$ cat config.mk
export PLATFORM = sky130hd
export DESIGN_NAME = hex_text_section_parser_core_flat
export DESIGN_NICKNAME = d
export VERILOG_FILES = /design/src/design/hxp_pkg.sv /design/src/design/hxp_ifs.sv /design/src/design/hex_text_section_parser_core.sv /design/src/design/hxp_out_fifo.sv /design/src/flat_wrapper.sv
export SDC_FILE = /design/constraint.sdc
export NUM_CORES = 1
export LEC_CHECK = 0
export ABC_AREA = 1
export BUFFER_PORTS_ARGS = -buffer_cell sky130_fd_sc_hd__buf_4
export CAP_MARGIN = 10
export CORE_MARGIN = 3
export CORE_UTILIZATION = 50
export DETAILED_ROUTE_END_ITERATION = 10
export PLACE_DENSITY = 0.76
export SETUP_SLACK_MARGIN = 0.1
export SLEW_MARGIN = 20
export SYNTH_ARGS = -nofsm -noshare
export SYNTH_HDL_FRONTEND = slang
export SYNTH_SLANG_ARGS = --single-unit
$ cat constraint.sdc
create_clock -name clk -period 4.1 [get_ports clk]
set_input_delay 0.205 -clock clk [delete_from_list [all_inputs] [get_ports clk]]
set_output_delay 0.205 -clock clk [all_outputs]
set_load 0.05 [all_outputs]
$ cat src/design/hxp_pkg.sv
package hxp_pkg;

  typedef enum logic [2:0] {
    KIND_ADDR   = 3'd0,
    KIND_DATA   = 3'd1,
    KIND_END_AT = 3'd2,
    KIND_END_Q  = 3'd3,
    KIND_ERROR  = 3'd4
  } kind_t;

  typedef enum logic [3:0] {
    MODE_WAIT = 4'b0001,
    MODE_ADDR = 4'b0010,
    MODE_DATA = 4'b0100,
    MODE_DONE = 4'b1000
  } mode_t;

  localparam logic [7:0] CH_AT = 8'h40;
  localparam logic [7:0] CH_Q  = 8'h71;
  localparam logic [7:0] CH_SP = 8'h20;
  localparam logic [7:0] CH_CR = 8'h0D;
  localparam logic [7:0] CH_LF = 8'h0A;

  localparam logic [30:0] POS_MAX = 31'h7FFF_FFFF;
  localparam logic [31:0] POS_SAT = 32'h7FFF_FFFF;
  localparam logic [31:0] POS_NONE = 32'hFFFF_FFFF;

  localparam int FIFO_DEPTH = 4;
  localparam int FIFO_AW = 2;
  localparam int FIFO_CW = 3;

  typedef struct packed {
    kind_t       kind;
    logic [31:0] value;
    logic [31:0] next_position;
    logic [23:0] data_count;
    logic        last;
  } res_t;

  typedef struct packed {
    logic       ok;
    logic [3:0] d;
  } hex_t;

  function automatic hex_t hex_digit(input logic [7:0] c);
    hex_t h;
    h.ok = 1'b1;
    h.d  = 4'd0;
    if (c >= 8'h30 && c <= 8'h39) begin
      h.d = 4'(c - 8'h30);
    end else if (c >= 8'h41 && c <= 8'h46) begin
      h.d = 4'(c - 8'h37);
    end else if (c >= 8'h61 && c <= 8'h66) begin
      h.d = 4'(c - 8'h57);
    end else begin
      h.ok = 1'b0;
    end
    return h;
  endfunction

  function automatic logic is_space(input logic [7:0] c);
    return (c == CH_SP) || (c == CH_CR) || (c == CH_LF);
  endfunction

  function automatic res_t blank_res(input kind_t k);
    res_t r;
    r.kind          = k;
    r.value         = 32'd0;
    r.next_position = 32'd0;
    r.data_count    = 24'd0;
    r.last          = 1'b0;
    return r;
  endfunction

endpackage

$ cat src/design/hxp_ifs.sv
interface hxp_in_if;
  logic       valid;
  logic       ready;
  logic [7:0] char_code;
  logic       end_of_stream;
  modport source (output valid, char_code, end_of_stream, input ready);
  modport sink (input valid, char_code, end_of_stream, output ready);
endinterface

interface hxp_out_if;
  logic               valid;
  logic               ready;
  logic [2:0]         kind;
  logic [31:0]        value;
  logic signed [31:0] next_position;
  logic [23:0]        data_count;
  logic               last_of_run;
  modport source (output valid, kind, value, next_position, data_count, last_of_run,
                  input ready);
  modport sink (input valid, kind, value, next_position, data_count, last_of_run,
                output ready);
endinterface

interface hxp_cfg_if;
  logic        valid;
  logic        ready;
  logic [30:0] data;
  modport source (output valid, data, input ready);
  modport sink (input valid, data, output ready);
endinterface

$ cat src/design/hex_text_section_parser_core.sv
// Section parser for a hex text flash image, fed one character per transfer.
// The input channel carries char_code and end_of_stream; the result channel
// carries kind, value, next_position, data_count and last_of_run. The
// configuration channel writes start_offset, and is always ready; write it
// only while the block is idle.
// An accepted character lands in an input register and is decoded from there
// once the four-entry result buffer can take two more results; its results
// are then written to that buffer, whose head is offered to the receiver.
// One character is accepted per cycle while the buffer has room. A character
// that causes two results (a token end together with end of stream) writes
// both at once; the input register waits whenever the buffer cannot take two
// more results, which is what sets the rate when the receiver stalls.
// A stalled receiver simply holds the buffer; nothing is lost or reordered.
// Synchronous reset returns the parser to waiting for the first at sign,
// clears the position and count, the remembered values and start_offset, and
// empties the result buffer.
module hex_text_section_parser_core #(
  parameter int VALUE_BITS = 32,
  parameter int COUNT_BITS = 24
) (
  input logic       clk,
  input logic       rst_n,
  hxp_in_if.sink    in_if,
  hxp_out_if.source out_if,
  hxp_cfg_if.sink   cfg_if
);

  logic                  stg_vld_r, stg_vld_nxt;
  logic [7:0]            stg_char_r;
  logic                  stg_eos_r;
  logic                  stg_fire;
  logic                  room2;
  logic                  not_empty;
  logic                  pop;
  hxp_pkg::res_t         head;

  hxp_pkg::mode_t        mode_r, mode_nxt;
  logic [VALUE_BITS-1:0] acc_r, acc_nxt;
  logic                  tok_r, tok_nxt;
  logic                  stop_r, stop_nxt;
  logic                  seen_r, seen_nxt;
  logic [VALUE_BITS-1:0] paddr_r, paddr_nxt;
  logic [VALUE_BITS-1:0] pdata_r, pdata_nxt;
  logic [30:0]           pos_r, pos_nxt;
  logic [COUNT_BITS-1:0] cnt_r, cnt_nxt;
  logic [30:0]           offset_r;

  logic [1:0]            push_n;
  hxp_pkg::res_t         push_a, push_b;

  assign stg_fire     = stg_vld_r && room2;
  assign in_if.ready  = !stg_vld_r || stg_fire;
  assign stg_vld_nxt  = (stg_vld_r && !stg_fire) || in_if.valid;
  assign cfg_if.ready = 1'b1;
  assign pop          = not_empty && out_if.ready;

  always_comb begin
    hxp_pkg::hex_t           hx;
    logic [VALUE_BITS-1:0]   shifted;
    logic [VALUE_BITS-1:0]   tval;
    logic [VALUE_BITS+31:0]  vext;
    logic [COUNT_BITS+23:0]  cext;
    logic [31:0]             psum;
    hxp_pkg::res_t           main_res;
    hxp_pkg::res_t           err_res;
    logic                    main_vld;
    logic                    err_vld;

    mode_nxt  = mode_r;
    acc_nxt   = acc_r;
    tok_nxt   = tok_r;
    stop_nxt  = stop_r;
    seen_nxt  = seen_r;
    paddr_nxt = paddr_r;
    pdata_nxt = pdata_r;
    pos_nxt   = pos_r;
    cnt_nxt   = cnt_r;

    hx       = hxp_pkg::hex_digit(stg_char_r);
    shifted  = {acc_r[VALUE_BITS-5:0], hx.d};
    tval     = '0;
    vext     = '0;
    cext     = {24'd0, cnt_r};
    psum     = {1'b0, offset_r} + {1'b0, pos_r};
    main_res = hxp_pkg::blank_res(hxp_pkg::KIND_ADDR);
    err_res  = hxp_pkg::blank_res(hxp_pkg::KIND_ERROR);
    main_vld = 1'b0;
    err_vld  = 1'b0;

    if (stg_fire) begin
      case (mode_r)
        hxp_pkg::MODE_WAIT: begin
          if (stg_char_r == hxp_pkg::CH_AT) begin
            mode_nxt = hxp_pkg::MODE_ADDR;
            acc_nxt  = '0;
            tok_nxt  = 1'b0;
            stop_nxt = 1'b0;
            seen_nxt = 1'b0;
          end
        end
        hxp_pkg::MODE_ADDR: begin
          if (!hxp_pkg::is_space(stg_char_r)) begin
            tok_nxt = 1'b1;
            if (!stop_r) begin
              if (hx.ok) begin
                acc_nxt  = shifted;
                seen_nxt = 1'b1;
              end else begin
                stop_nxt = 1'b1;
              end
            end
          end else begin
            tval      = seen_r ? acc_r : paddr_r;
            paddr_nxt = tval;
            vext      = {32'd0, tval};
            main_res  = hxp_pkg::blank_res(hxp_pkg::KIND_ADDR);
            main_res.value = vext[31:0];
            main_vld  = 1'b1;
            acc_nxt   = '0;
            tok_nxt   = 1'b0;
            stop_nxt  = 1'b0;
            seen_nxt  = 1'b0;
            mode_nxt  = hxp_pkg::MODE_DATA;
          end
        end
        hxp_pkg::MODE_DATA: begin
          if (stg_char_r == hxp_pkg::CH_AT || stg_char_r == hxp_pkg::CH_Q) begin
            if (stg_char_r == hxp_pkg::CH_Q) begin
              main_res = hxp_pkg::blank_res(hxp_pkg::KIND_END_Q);
              main_res.next_position = hxp_pkg::POS_NONE;
            end else begin
              main_res = hxp_pkg::blank_res(hxp_pkg::KIND_END_AT);
              main_res.next_position = psum[31] ? hxp_pkg::POS_SAT : psum;
            end
            main_res.data_count = cext[23:0];
            main_vld = 1'b1;
            acc_nxt  = '0;
            tok_nxt  = 1'b0;
            stop_nxt = 1'b0;
            seen_nxt = 1'b0;
            mode_nxt = hxp_pkg::MODE_DONE;
          end else if (!hxp_pkg::is_space(stg_char_r)) begin
            tok_nxt = 1'b1;
            if (!stop_r) begin
              if (hx.ok) begin
                acc_nxt  = shifted;
                seen_nxt = 1'b1;
              end else begin
                stop_nxt = 1'b1;
              end
            end
          end else if (tok_r) begin
            tval      = seen_r ? acc_r : pdata_r;
            pdata_nxt = tval;
            vext      = {32'd0, tval};
            main_res  = hxp_pkg::blank_res(hxp_pkg::KIND_DATA);
            main_res.value = vext[31:0];
            main_vld  = 1'b1;
            if (cnt_r != '1) begin
              cnt_nxt = cnt_r + COUNT_BITS'(1);
            end
            acc_nxt  = '0;
            tok_nxt  = 1'b0;
            stop_nxt = 1'b0;
            seen_nxt = 1'b0;
          end
        end
        default: begin
        end
      endcase

      if (mode_r != hxp_pkg::MODE_DONE) begin
        if (pos_r != hxp_pkg::POS_MAX) begin
          pos_nxt = pos_r + 31'd1;
        end
        if (stg_eos_r && mode_nxt != hxp_pkg::MODE_DONE) begin
          err_vld  = 1'b1;
          acc_nxt  = '0;
          tok_nxt  = 1'b0;
          stop_nxt = 1'b0;
          seen_nxt = 1'b0;
          mode_nxt = hxp_pkg::MODE_DONE;
        end
      end
    end

    err_res.last = 1'b1;
    push_a = main_res;
    push_b = err_res;
    push_n = 2'd0;
    if (main_vld && err_vld) begin
      push_a.last = 1'b0;
      push_n      = 2'd2;
    end else if (main_vld) begin
      push_a.last = 1'b1;
      push_n      = 2'd1;
    end else if (err_vld) begin
      push_a = err_res;
      push_n = 2'd1;
    end
  end

  always_ff @(posedge clk) begin
    if (!rst_n) begin
      stg_vld_r <= 1'b0;
      mode_r    <= hxp_pkg::MODE_WAIT;
      acc_r     <= '0;
      tok_r     <= 1'b0;
      stop_r    <= 1'b0;
      seen_r    <= 1'b0;
      paddr_r   <= '0;
      pdata_r   <= '0;
      pos_r     <= '0;
      cnt_r     <= '0;
      offset_r  <= '0;
    end else begin
      stg_vld_r <= stg_vld_nxt;
      mode_r    <= mode_nxt;
      acc_r     <= acc_nxt;
      tok_r     <= tok_nxt;
      stop_r    <= stop_nxt;
      seen_r    <= seen_nxt;
      paddr_r   <= paddr_nxt;
      pdata_r   <= pdata_nxt;
      pos_r     <= pos_nxt;
      cnt_r     <= cnt_nxt;
      if (cfg_if.valid) begin
        offset_r <= cfg_if.data;
      end
    end
  end

  always_ff @(posedge clk) begin
    if (in_if.valid && in_if.ready) begin
      stg_char_r <= in_if.char_code;
      stg_eos_r  <= in_if.end_of_stream;
    end
  end

  hxp_out_fifo u_fifo (
    .clk       (clk),
    .rst_n     (rst_n),
    .push_n    (push_n),
    .push_a    (push_a),
    .push_b    (push_b),
    .pop       (pop),
    .head      (head),
    .not_empty (not_empty),
    .room2     (room2)
  );

  assign out_if.valid         = not_empty;
  assign out_if.kind          = head.kind;
  assign out_if.value         = head.value;
  assign out_if.next_position = head.next_position;
  assign out_if.data_count    = head.data_count;
  assign out_if.last_of_run   = head.last;

endmodule

$ cat src/design/hxp_out_fifo.sv
module hxp_out_fifo (
  input  logic                clk,
  input  logic                rst_n,
  input  logic [1:0]          push_n,
  input  hxp_pkg::res_t       push_a,
  input  hxp_pkg::res_t       push_b,
  input  logic                pop,
  output hxp_pkg::res_t       head,
  output logic                not_empty,
  output logic                room2
);

  hxp_pkg::res_t                    mem [hxp_pkg::FIFO_DEPTH];
  logic [hxp_pkg::FIFO_AW-1:0]      head_r, head_nxt;
  logic [hxp_pkg::FIFO_AW-1:0]      tail_r, tail_nxt;
  logic [hxp_pkg::FIFO_CW-1:0]      cnt_r, cnt_nxt;
  logic [hxp_pkg::FIFO_CW-1:0]      cnt_after_pop;
  logic [hxp_pkg::FIFO_AW-1:0]      tail_p1;

  assign not_empty     = (cnt_r != '0);
  assign head          = mem[head_r];
  assign cnt_after_pop = cnt_r - hxp_pkg::FIFO_CW'(pop);
  assign room2         = (cnt_after_pop <= hxp_pkg::FIFO_CW'(hxp_pkg::FIFO_DEPTH - 2));
  assign tail_p1       = tail_r + hxp_pkg::FIFO_AW'(1);

  always_comb begin
    head_nxt = head_r + hxp_pkg::FIFO_AW'(pop);
    tail_nxt = tail_r + hxp_pkg::FIFO_AW'(push_n);
    cnt_nxt  = cnt_after_pop + hxp_pkg::FIFO_CW'(push_n);
  end

  always_ff @(posedge clk) begin
    if (!rst_n) begin
      head_r <= '0;
      tail_r <= '0;
      cnt_r  <= '0;
    end else begin
      head_r <= head_nxt;
      tail_r <= tail_nxt;
      cnt_r  <= cnt_nxt;
    end
  end

  always_ff @(posedge clk) begin
    if (push_n != 2'd0) begin
      mem[tail_r] <= push_a;
    end
    if (push_n == 2'd2) begin
      mem[tail_p1] <= push_b;
    end
  end

endmodule

$ cat src/flat_wrapper.sv
// flat-port wrapper written by rule: the top's interface ports become plain ports
module hex_text_section_parser_core_flat 
#(
  parameter int VALUE_BITS = 32,
  parameter int COUNT_BITS = 24
)
  (clk, rst_n, in_if_valid, in_if_char_code, in_if_end_of_stream, in_if_ready, out_if_valid, out_if_kind, out_if_value, out_if_next_position, out_if_data_count, out_if_last_of_run, out_if_ready, cfg_if_valid, cfg_if_data, cfg_if_ready);
  hxp_in_if in_if_i ();
  hxp_out_if out_if_i ();
  hxp_cfg_if cfg_if_i ();
  input logic clk;
  input logic rst_n;
  input wire logic [$bits(in_if_i.valid)-1:0] in_if_valid;
  input wire logic [$bits(in_if_i.char_code)-1:0] in_if_char_code;
  input wire logic [$bits(in_if_i.end_of_stream)-1:0] in_if_end_of_stream;
  output wire logic [$bits(in_if_i.ready)-1:0] in_if_ready;
  output wire logic [$bits(out_if_i.valid)-1:0] out_if_valid;
  output wire logic [$bits(out_if_i.kind)-1:0] out_if_kind;
  output wire logic [$bits(out_if_i.value)-1:0] out_if_value;
  output wire logic [$bits(out_if_i.next_position)-1:0] out_if_next_position;
  output wire logic [$bits(out_if_i.data_count)-1:0] out_if_data_count;
  output wire logic [$bits(out_if_i.last_of_run)-1:0] out_if_last_of_run;
  input wire logic [$bits(out_if_i.ready)-1:0] out_if_ready;
  input wire logic [$bits(cfg_if_i.valid)-1:0] cfg_if_valid;
  input wire logic [$bits(cfg_if_i.data)-1:0] cfg_if_data;
  output wire logic [$bits(cfg_if_i.ready)-1:0] cfg_if_ready;
  assign in_if_i.valid = in_if_valid;
  assign in_if_i.char_code = in_if_char_code;
  assign in_if_i.end_of_stream = in_if_end_of_stream;
  assign in_if_ready = in_if_i.ready;
  assign out_if_valid = out_if_i.valid;
  assign out_if_kind = out_if_i.kind;
  assign out_if_value = out_if_i.value;
  assign out_if_next_position = out_if_i.next_position;
  assign out_if_data_count = out_if_i.data_count;
  assign out_if_last_of_run = out_if_i.last_of_run;
  assign out_if_i.ready = out_if_ready;
  assign cfg_if_i.valid = cfg_if_valid;
  assign cfg_if_i.data = cfg_if_data;
  assign cfg_if_ready = cfg_if_i.ready;
  hex_text_section_parser_core #(.VALUE_BITS(VALUE_BITS), .COUNT_BITS(COUNT_BITS)) u_core (.clk(clk), .rst_n(rst_n), .in_if(in_if_i), .out_if(out_if_i), .cfg_if(cfg_if_i));
endmodule
==> results by stage, run 1 <==
Outcome:
- The run finished with clean final reports.

Logic synthesis:
- The synthesized netlist occupies a cell area of 28950 sq um.
- Dividing the synthesized area by the synthesized cell count gives 6.753 sq um.
- The synthesis-stage register bit count is 574.
- The number of nets handed over by synthesis was 4379.
- The number of different library cells in the post-synthesis netlist is 43.
- Yosys printed 0 warnings.
- In this run, synthesis inferred 9 flip-flops with an integrated enable.
- Synthesis produced a netlist whose cell count is 4287.
- The sequential element share of the synthesized area is 40.00%.
- The share of synthesized registers carrying an async set or reset is 0%.
- The dominant synthesized flop cell is sky130_fd_sc_hd__dfxtp_1.

CTS:
- The number of clock buffers inserted by TritonCTS is 57.
- The clock-pin slew of the registers on the worst-case setup and hold paths is 0.06 ns.
- The H-tree was split into 2 levels.
- The tree is rooted in a sky130_fd_sc_hd__clkbuf_16.
- No sink is reached through more buffers than the 3 on the longest clock path.
- The tree built by TritonCTS fans out to 574 sinks.
- The CTS tree is yes.
- The latest clock arrival within the worst-skew pair is 0.63 ns.

Floorplan:
- The core region is 56820 sq um.
- The chip height is 246.6 microns.
- The die covers 60830 sq um.
- The floorplan step set the die width to 246.6 microns.
- The top-level I/O count is 140.
- The starting density of the core is 50.95%.
- After floorplanning, the core was divided into 87 placement rows.

Timing:
- The clock arrives with 0.01854 ns of skew.
- The highest clock rate is 0.2713 GHz.
- The final setup slack of the worst path is 0.4137 ns.
- In this run the tightest slew margin relative to its limit is 28.01%.
- The final-report max-slew violation count was 0.
- Setup repair after global routing left no endpoint under its margin.
- The final cycle utilization of the critical path is 89.91%.
- On the final layout, the worst hold slack is 0.07630 ns.
- Setup violations remaining at the end of the flow were counted as 0.
- The final number of hold-violating endpoints is 0.
- The minimum period implied by the final worst setup slack is 3.686 ns.
- At the pin with the least slew margin, the transition time is 1.077 ns.
- The setup TNS is 0 ns.

Place:
- The minimum setup slack after placement is 0.4221 ns.
- Port buffering added 138 buffers.
- The detailed placer's ending HPWL is 54.31 mm.
- The congestion estimate from routability-driven global placement came to 0.9119.

Worst hold path:
- The min-delay analysis places its worst path in the category in -> reg.

Layout:
- The final layout contains 4366 nets.
- For this run, the share of the core covered by cells in the final layout is 57.71%.
- Of the cells placed in the final design, the portion with a size suffix greater than 1 is 8.221%.
- The area growth from synthesis to layout is 13.26%.

Global route:
- For this run, global-route usage on met3 was measured as 3.700%.
- The met1 capacity usage during global routing is 39.64%.
- The wire length of the first global-routing pass is 140.8 mm.
- The largest net degree at the start of global routing is 149.
- In the global route stage, met2 resource usage came out at 43.97%.
- The busiest layer in global routing is met2.
- After global routing the overflow that remains totals 0.
- The global router's overall resource usage is 27.93%.
- The via count of the first global-routing pass is 26723.
- The number of antenna violations at the first check in global routing is 2.

Worst setup path:
- The required time of the critical path is 4.60 ns.
- The nature of the critical path startpoint is a register.
- The critical path capture point type is a register.
- For the worst setup path, the data arrival time is 4.18 ns.
- By startpoint and endpoint, the worst setup path is classified as reg -> reg.
- Along the worst path, the maximum fanout reaches 38.

Detailed routing:
- In this run, the number of DRC markers left after iteration 0 of detailed routing was 3213.
- The first-pass iteration count of the detailed router is 5.
- Detailed routing inserted a total of 29473 vias.
- The sum of routed wire length over all layers is 88.16 mm.
- The mean number of vias per cell is 5.807.
- The count of nets left with antenna violations once routing finished came out at 0.
- The average wire length per cell after detail routing is 17.37 microns.
- After detailed routing, the number of remaining DRC violations is 0.

Power:
- Overall power consumption after layout is estimated at 20.25 mW.
- Across the VDD grid, the largest voltage drop is 0.6402 mV.
- Summed over all cells, the static leakage comes to 13.47 nW.
- The total power per unit cell area is 617.4 nW/um^2.

Flow run:
- The tool flagged a number of max-cap violations equal to 0.
-- cell type report --
type,instances,area [sq um]
well taps,756,945.9
diodes,1,2.502
clock buffers,79,1672
flip-flops and latches,574,11590
inverters,237,894.6
repair buffers,242,2053
fillers,5349,24030
clock inverters,24,332.8
multi-input cells,3162,15300
-- critical path, cell delays in order (launching register included) --
cell and delay, ns:
sky130_fd_sc_hd__edfxtp_1 0.43, sky130_fd_sc_hd__inv_1 0.16, sky130_fd_sc_hd__ha_1 0.21, sky130_fd_sc_hd__inv_1 0.07
sky130_fd_sc_hd__nor2_2 0.14, sky130_fd_sc_hd__nand2_1 0.08, sky130_fd_sc_hd__nand3_2 0.08, sky130_fd_sc_hd__nand2_1 0.11
sky130_fd_sc_hd__nand2_1 0.11, sky130_fd_sc_hd__nand2_1 0.05, sky130_fd_sc_hd__nand2_1 0.12, sky130_fd_sc_hd__nand2_1 0.10
sky130_fd_sc_hd__nor2_2 0.21, sky130_fd_sc_hd__inv_1 0.07, sky130_fd_sc_hd__ha_1 0.28, sky130_fd_sc_hd__nor3_4 0.36
sky130_fd_sc_hd__clkbuf_16 0.34, sky130_fd_sc_hd__clkinv_1 0.09, sky130_fd_sc_hd__buf_4 0.28, sky130_fd_sc_hd__a21oi_1 0.17
sky130_fd_sc_hd__o21ai_0 0.09
-- through the flow --
step	cell area [sq um]	std cells
2_1_floorplan	28950	4287
4_1_cts	32760	5073
3_5_place_dp	30340	4929
3_3_place_gp	30340	4929
5_1_grt	32790	5075
6_report	32790	5075
-- cells by family (layout without fill, tap and decap cells) --
| group | count (synthesis) | after routing | synth area share (%) |
|---|---|---|---|
| AO/OA/AOI/OAI | 1189 | 1189 | 21.28 |
| XOR/XNOR | 63 | 63 | 1.906 |
| adder cells (fa/ha/maj) | 47 | 47 | 2.083 |
| buffers and inverters | 551 | 582 | 7.407 |
| flip-flops | 574 | 574 | 40.00 |
| other | 1 | 2 | 0.01295 |
| AND/OR/NAND/NOR | 1862 | 1862 | 27.30 |
-- routing by layer --
metal | vias to the layer above | routed length [microns]
met5 | - | 0
met4 | 0 | 2531
met3 | 162 | 6963
met2 | 1197 | 39380
met1 | 13726 | 39280
li1 | 14388 | -
-- placed cells by master, fill, tap and decap left out, drive strengths merged, types with 12 or more instances in the layout --
cell type    instances
ha                  45
clkinv              19
xnor2               17
dlygate4sd3         41
nor3                38
a21boi              16
nand4              152
nand3b              17
o22ai               93
inv                234
o31ai               12
nand3              219
dfxtp              565
buf                200
a21oi              538
nor2               371
xor2                46
o21ai              526
clkbuf              80
nand2             1045
-- state kept, by name, summed over array words and instances (netlist names) --
signal                count
u_core.seen_r             1
u_core.u_fifo.head_r      2
u_core.paddr_r           32
u_core.u_fifo.cnt_r       3
u_core.cnt_r             24
u_core.u_fifo.tail_r      2
u_core.stop_r             1
u_core.pos_r             31
u_core.tok_r              1
u_core.pdata_r           32
u_core.stg_eos_r          1
u_core.mode_r             4
u_core.u_fifo.mem       368
u_core.stg_char_r         8
u_core.acc_r             32
u_core.stg_vld_r          1
u_core.offset_r          31
-- where the power goes --
group,internal [mW],leakage (nW),switching [mW]
clock network,3.23,0.986,2.30
registers,6.55,4.73,0.482
logic,2.17,7.75,5.51
-- synth_stat cells, types with 11 or more instances --
library cell	number	share of area [%]
sky130_fd_sc_hd__clkbuf_1	236	3.1
sky130_fd_sc_hd__nor3_1	32	0.55
sky130_fd_sc_hd__a21oi_1	537	9.3
sky130_fd_sc_hd__buf_1	36	0.47
sky130_fd_sc_hd__inv_1	222	2.9
sky130_fd_sc_hd__dfxtp_1	565	39
sky130_fd_sc_hd__nand2_1	1039	13
sky130_fd_sc_hd__a21boi_0	15	0.39
sky130_fd_sc_hd__nand3b_1	17	0.44
sky130_fd_sc_hd__o31ai_1	12	0.31
sky130_fd_sc_hd__o22ai_1	93	2.0
sky130_fd_sc_hd__xnor2_1	17	0.51
sky130_fd_sc_hd__nand3_1	216	3.7
sky130_fd_sc_hd__nor2_1	364	4.7
sky130_fd_sc_hd__inv_2	11	0.14
sky130_fd_sc_hd__ha_1	45	1.9
sky130_fd_sc_hd__nand4_1	152	3.3
sky130_fd_sc_hd__o21ai_1	12	0.21
sky130_fd_sc_hd__o21ai_0	514	8.9
sky130_fd_sc_hd__xor2_1	46	1.4
sky130_fd_sc_hd__buf_2	37	0.64
-- repair_timing --
| action | 4_1_cts | 5_1_grt |
|---|---|---|
| hold endpoints to repair | 41 | 0 |
| setup buffers | 0 | 0 |
| hold buffers | 41 | 0 |
| setup endpoints to repair | 0 | 23 |
| gates resized for setup | 0 | 4 |
-- final timing paths --
path	slack, ns	depth (start not counted)	end	start
min reg2reg	0.45	2	u_core.paddr_r[28]$_SDFFE_PN0P_	u_core.paddr_r[28]$_SDFFE_PN0P_
max reg2reg	0.41	20	u_core.u_fifo.mem[1][0]$_SDFFE_PP1P_	u_core.stg_char_r[0]$_DFFE_PP_
min	0.08	3	u_core.offset_r[1]$_SDFFE_PN0P_	cfg_if_valid
max	0.41	20	u_core.u_fifo.mem[1][0]$_SDFFE_PP1P_	u_core.stg_char_r[0]$_DFFE_PP_
(Power assumes the default switching activity.)
==> run 2: changes to the inputs <==
Settings changed: RECOVER_POWER set to 100, REMOVE_ABC_BUFFERS set to 1.
==> results by stage, run 2 (synthesized netlist as in run 1, its figures left out) <==
Worst setup path:
- The cell count of the worst reg-to-reg path is 15 (-25%).
- The data arrival time of the critical path is 3.76 ns (-0.42 ns).
- The endpoint identified for the worst register-to-register timing path is u_core.u_fifo.mem[2][0]$_SDFFE_PP1P_.
- The category of the most critical setup path is reg -> out.
- The slowest stage of the critical path belongs to the cell sky130_fd_sc_hd__inv_2.
- The reg-to-reg setup timing slack is 0.39 ns (-0.02 ns).
- The largest stage delay on the critical path was 0.95 ns (+0.52 ns).
- In this run the worst setup path begins at u_core.u_fifo.head_r[1]$_SDFF_PN0_.
- The critical path goes through inv_2 -> clkbuf_1 -> o21ai_0 -> o22ai_1 -> clkbuf_4.
- The endpoint of the worst setup timing path is out_if_value[26].
- The top fanout value on the critical path came to 50 (+32%).
- The critical path capture point type is an output pin.
- The start of the worst register-to-register path is u_core.u_fifo.cnt_r[2]$_SDFF_PN0_.
- The required time of the critical path was 3.89 ns (-0.71 ns).
- The worst setup path is launched from a register.

Detailed routing:
- The sum of routed wire length over all layers is 88.76 mm (+0.68%).
- The mean number of vias per cell is 5.850 (+0.73%).
- The number of DRC violations after detailed-routing iteration 0 is 3279 (+2.1%).
- The total DRC errors in the routed layout is 0 (unchanged).
- The total via count in the routed design was 29700 (+0.77%).
- The antenna violation net count after detailed routing is 0 (unchanged).
- The average wire length per cell after detail routing is 17.48 microns (+0.64%).
- The first-pass iteration count of the detailed router came to 8 (+3).

Place:
- The total of buffers placed on input and output ports is 138 (unchanged).
- The minimum setup slack after placement came to 0.3370 ns (-0.08506 ns).
- The area of placed instances is 30350 sq um (about the same).
- The final weighted congestion in routability-driven placement is 0.9381 (+2.9%).
- The detailed placer's ending HPWL is 53.72 mm (-1.1%).
- The number of placed cells counting well taps came to 4924 (-0.10%).

CTS:
- The number of levels in the clock H-tree was 2 (unchanged).
- The clock tree root driver cell is sky130_fd_sc_hd__clkbuf_16.
- The number of clock buffers inserted by TritonCTS is 60 (+5.3%).
- The latest clock arrival within the worst-skew pair is 0.64 ns (about the same).
- The number of buffers added for setup after CTS is 0 (unchanged).
- The deepest clock path buffer count is 3 (unchanged).
- TritonCTS built the clock tree.
- The clock-pin slew of the registers on the worst-case setup and hold paths came to 0.07 ns (about the same).
- The number of sinks handled by clock tree synthesis is 574 (unchanged).

Layout:
- The summed area of non-filler cells in the final layout came to 32610 sq um (-0.56%).
- The fraction of final layout cells with drive strength greater than 1 came to 6.989% (-1.2 points).
- From synthesis to final layout, the design area changed by 12.62%.
- The number of flip-flops in the largest register is 368 (unchanged).
- The filler cell count is 5414 (+1.2%).
- The antenna diode count is 0 (-1).
- The net count reported at finish is 4363 (-0.069%).
- The number of standard cells in the final layout excluding fillers is 5077 (+0.039%).
- The register with the most flip-flops is u_core.u_fifo.mem.
- In the layout the commonest cells are 1038 x sky130_fd_sc_hd__nand2_1, 563 x sky130_fd_sc_hd__dfxtp_1, 535 x sky130_fd_sc_hd__a21oi_1.
- The library cell used most frequently in the layout, excluding fill and tap cells, is sky130_fd_sc_hd__nand2_1.

Timing:
- The actual slew at the worst max-slew pin is 2.092 ns (+1.014 ns).
- The worst slew margin relative to its limit is -39.45% (-67 points).
- The total setup violations reported at the end of the flow was 0 (unchanged).
- The highest clock rate is 0.2522 GHz (-7.0%).
- The final number of hold-violating endpoints is 0 (unchanged).
- Setup repair after global routing could not meet its margin everywhere.
- The clock skew after layout is 0.02945 ns (+0.01091 ns).
- The minimum period implied by the final worst setup slack was 3.965 ns (+0.2786 ns).
- The final cycle utilization of the critical path came to 96.70% (+6.8 points).
- The final-report max-slew violation count was 169 (+169).
- The final setup slack of the worst path is 0.1351 ns (-0.2786 ns).

Power:
- The largest voltage drop on the vdd net was 0.7379 mV (+15%).
- The leakage dissipation came to 13.30 nW (-1.2%).
- The total power per unit cell area is 618.3 nW/um^2 (+0.15%).
- The sum of internal, switching and leakage power was 20.16 mW (-0.42%).

Flow run:
- The number of maximum-capacitance violations is 3 (+3).

Floorplan:
- The chip height was 246.6 microns (unchanged).
- The x dimension of the die is 246.6 microns (unchanged).
- The total die area is 60830 sq um (unchanged).
- The placement row count is 87 (unchanged).
- The top-level I/O count is 140 (unchanged).
- The core area is 56820 sq um (unchanged).
- The starting density of the core was 50.95% (unchanged).

Global route:
- The via count of the first global-routing pass is 27254 (+2.0%).
- The global router's overall resource usage is 28.46% (+0.53 points).
- The largest net degree at the start of global routing came to 98 (-34%).
- The wire length of the first global-routing pass came to 143.9 mm (+2.2%).
- The routing usage on met2 is 45.79% (+1.8 points).
- The number of antenna violations at the first check in global routing is 0 (-2).
- The global routing met3 resource utilization came to 3.994% (+0.29 points).
- The busiest layer in global routing is met2.
- The met1 capacity usage during global routing is 38.59% (-1.0 points).
- The remaining global-route overflow is 0 (unchanged).

Outcome:
- The flow ran to the end, but the final reports show violations.
- The final reports fail on capacitance limit, slew limit.

Worst hold path:
- The class of the tightest hold or removal check is in -> reg.
- The worst hold path begins at rst_n.
==> run 2: cell types whose count changed in the layout (fill, tap and decap cells not counted), moves of 5 or more <==
cell	previous run	this run
sky130_fd_sc_hd__buf_4	190	75
sky130_fd_sc_hd__clkbuf_1	8	58
sky130_fd_sc_hd__clkbuf_2	0	39
sky130_fd_sc_hd__clkbuf_4	0	12
sky130_fd_sc_hd__nor2_1	357	362
sky130_fd_sc_hd__o21ai_0	514	519
sky130_fd_sc_hd__o21ai_1	12	7
==> run 2: power by group <==
part / internal (mW) / leakage, nW / total [mW] / switching [mW]
Clock: 3.56 / 1.07 / 5.98 / 2.42
Sequential: 6.55 / 4.73 / 7.08 / 0.534
Combinational: 1.69 / 7.50 / 7.10 / 5.41
Total: 11.8 / 13.3 / 20.2 / 8.36
==> run 2: worst max-delay path: cells and delay by family, from the launching register on <==
family | cells | cell delay, ns
buffers and inverters | 3 | 1.92
DFF | 1 | 0.66
AOI/OAI and AO/OA | 2 | 0.51
==> run 2: per-stage QoR <==
step	util (%)	TNS [ns]	hold slack, ns
after floorplan	-	-3309.85	0.2985
after global placement	53.41	0	0.3845
after detailed placement	53.41	0	0.3854
after CTS	57.96	0	0.01531
after global routing	57.38	0	0.1277
final	57.38	0	0.1258
==> run 2: worst min path at each step <==
stage                                          to  cells past startpoint
2_1_floorplan   u_core.u_fifo.cnt_r[0]$_SDFF_PN0_                      2
6_report             u_core.pos_r[3]$_SDFFE_PN0P_                      3
5_1_grt        u_core.u_fifo.head_r[0]$_SDFF_PN0_                      3
4_1_cts           u_core.offset_r[0]$_SDFFE_PN0P_                      3
3_5_place_dp       u_core.stg_char_r[4]$_DFFE_PP_                      1
3_3_place_gp           u_core.stg_eos_r$_DFFE_PP_                      1
==> run 2: layout make-up <==
cell class,count,area [sq um],area share (%)
tap,756,945.9,2.901
timing repair buffer,236,1734,5.319
inverter,237,897.1,2.751
sequential,574,11590,35.53
clock inverter,35,489.2,1.500
multi-input combinational,3162,15270,46.82
clock buffer,77,1687,5.173
==> run 2: repair_timing <==
| item | CTS | global route |
|---|---|---|
| resized for setup | 0 | 4 |
| hold buffers | 41 | 0 |
| setup endpoints to repair | 0 | 34 |
| endpoints found under the hold margin | 41 | 0 |
==> run 2: layer usage <==
metal  wire, microns  share of wire (%)
met1           38100                 43
met3            6940                7.8
met4            3027                3.4
met2           40690                 46
met5               0                  0
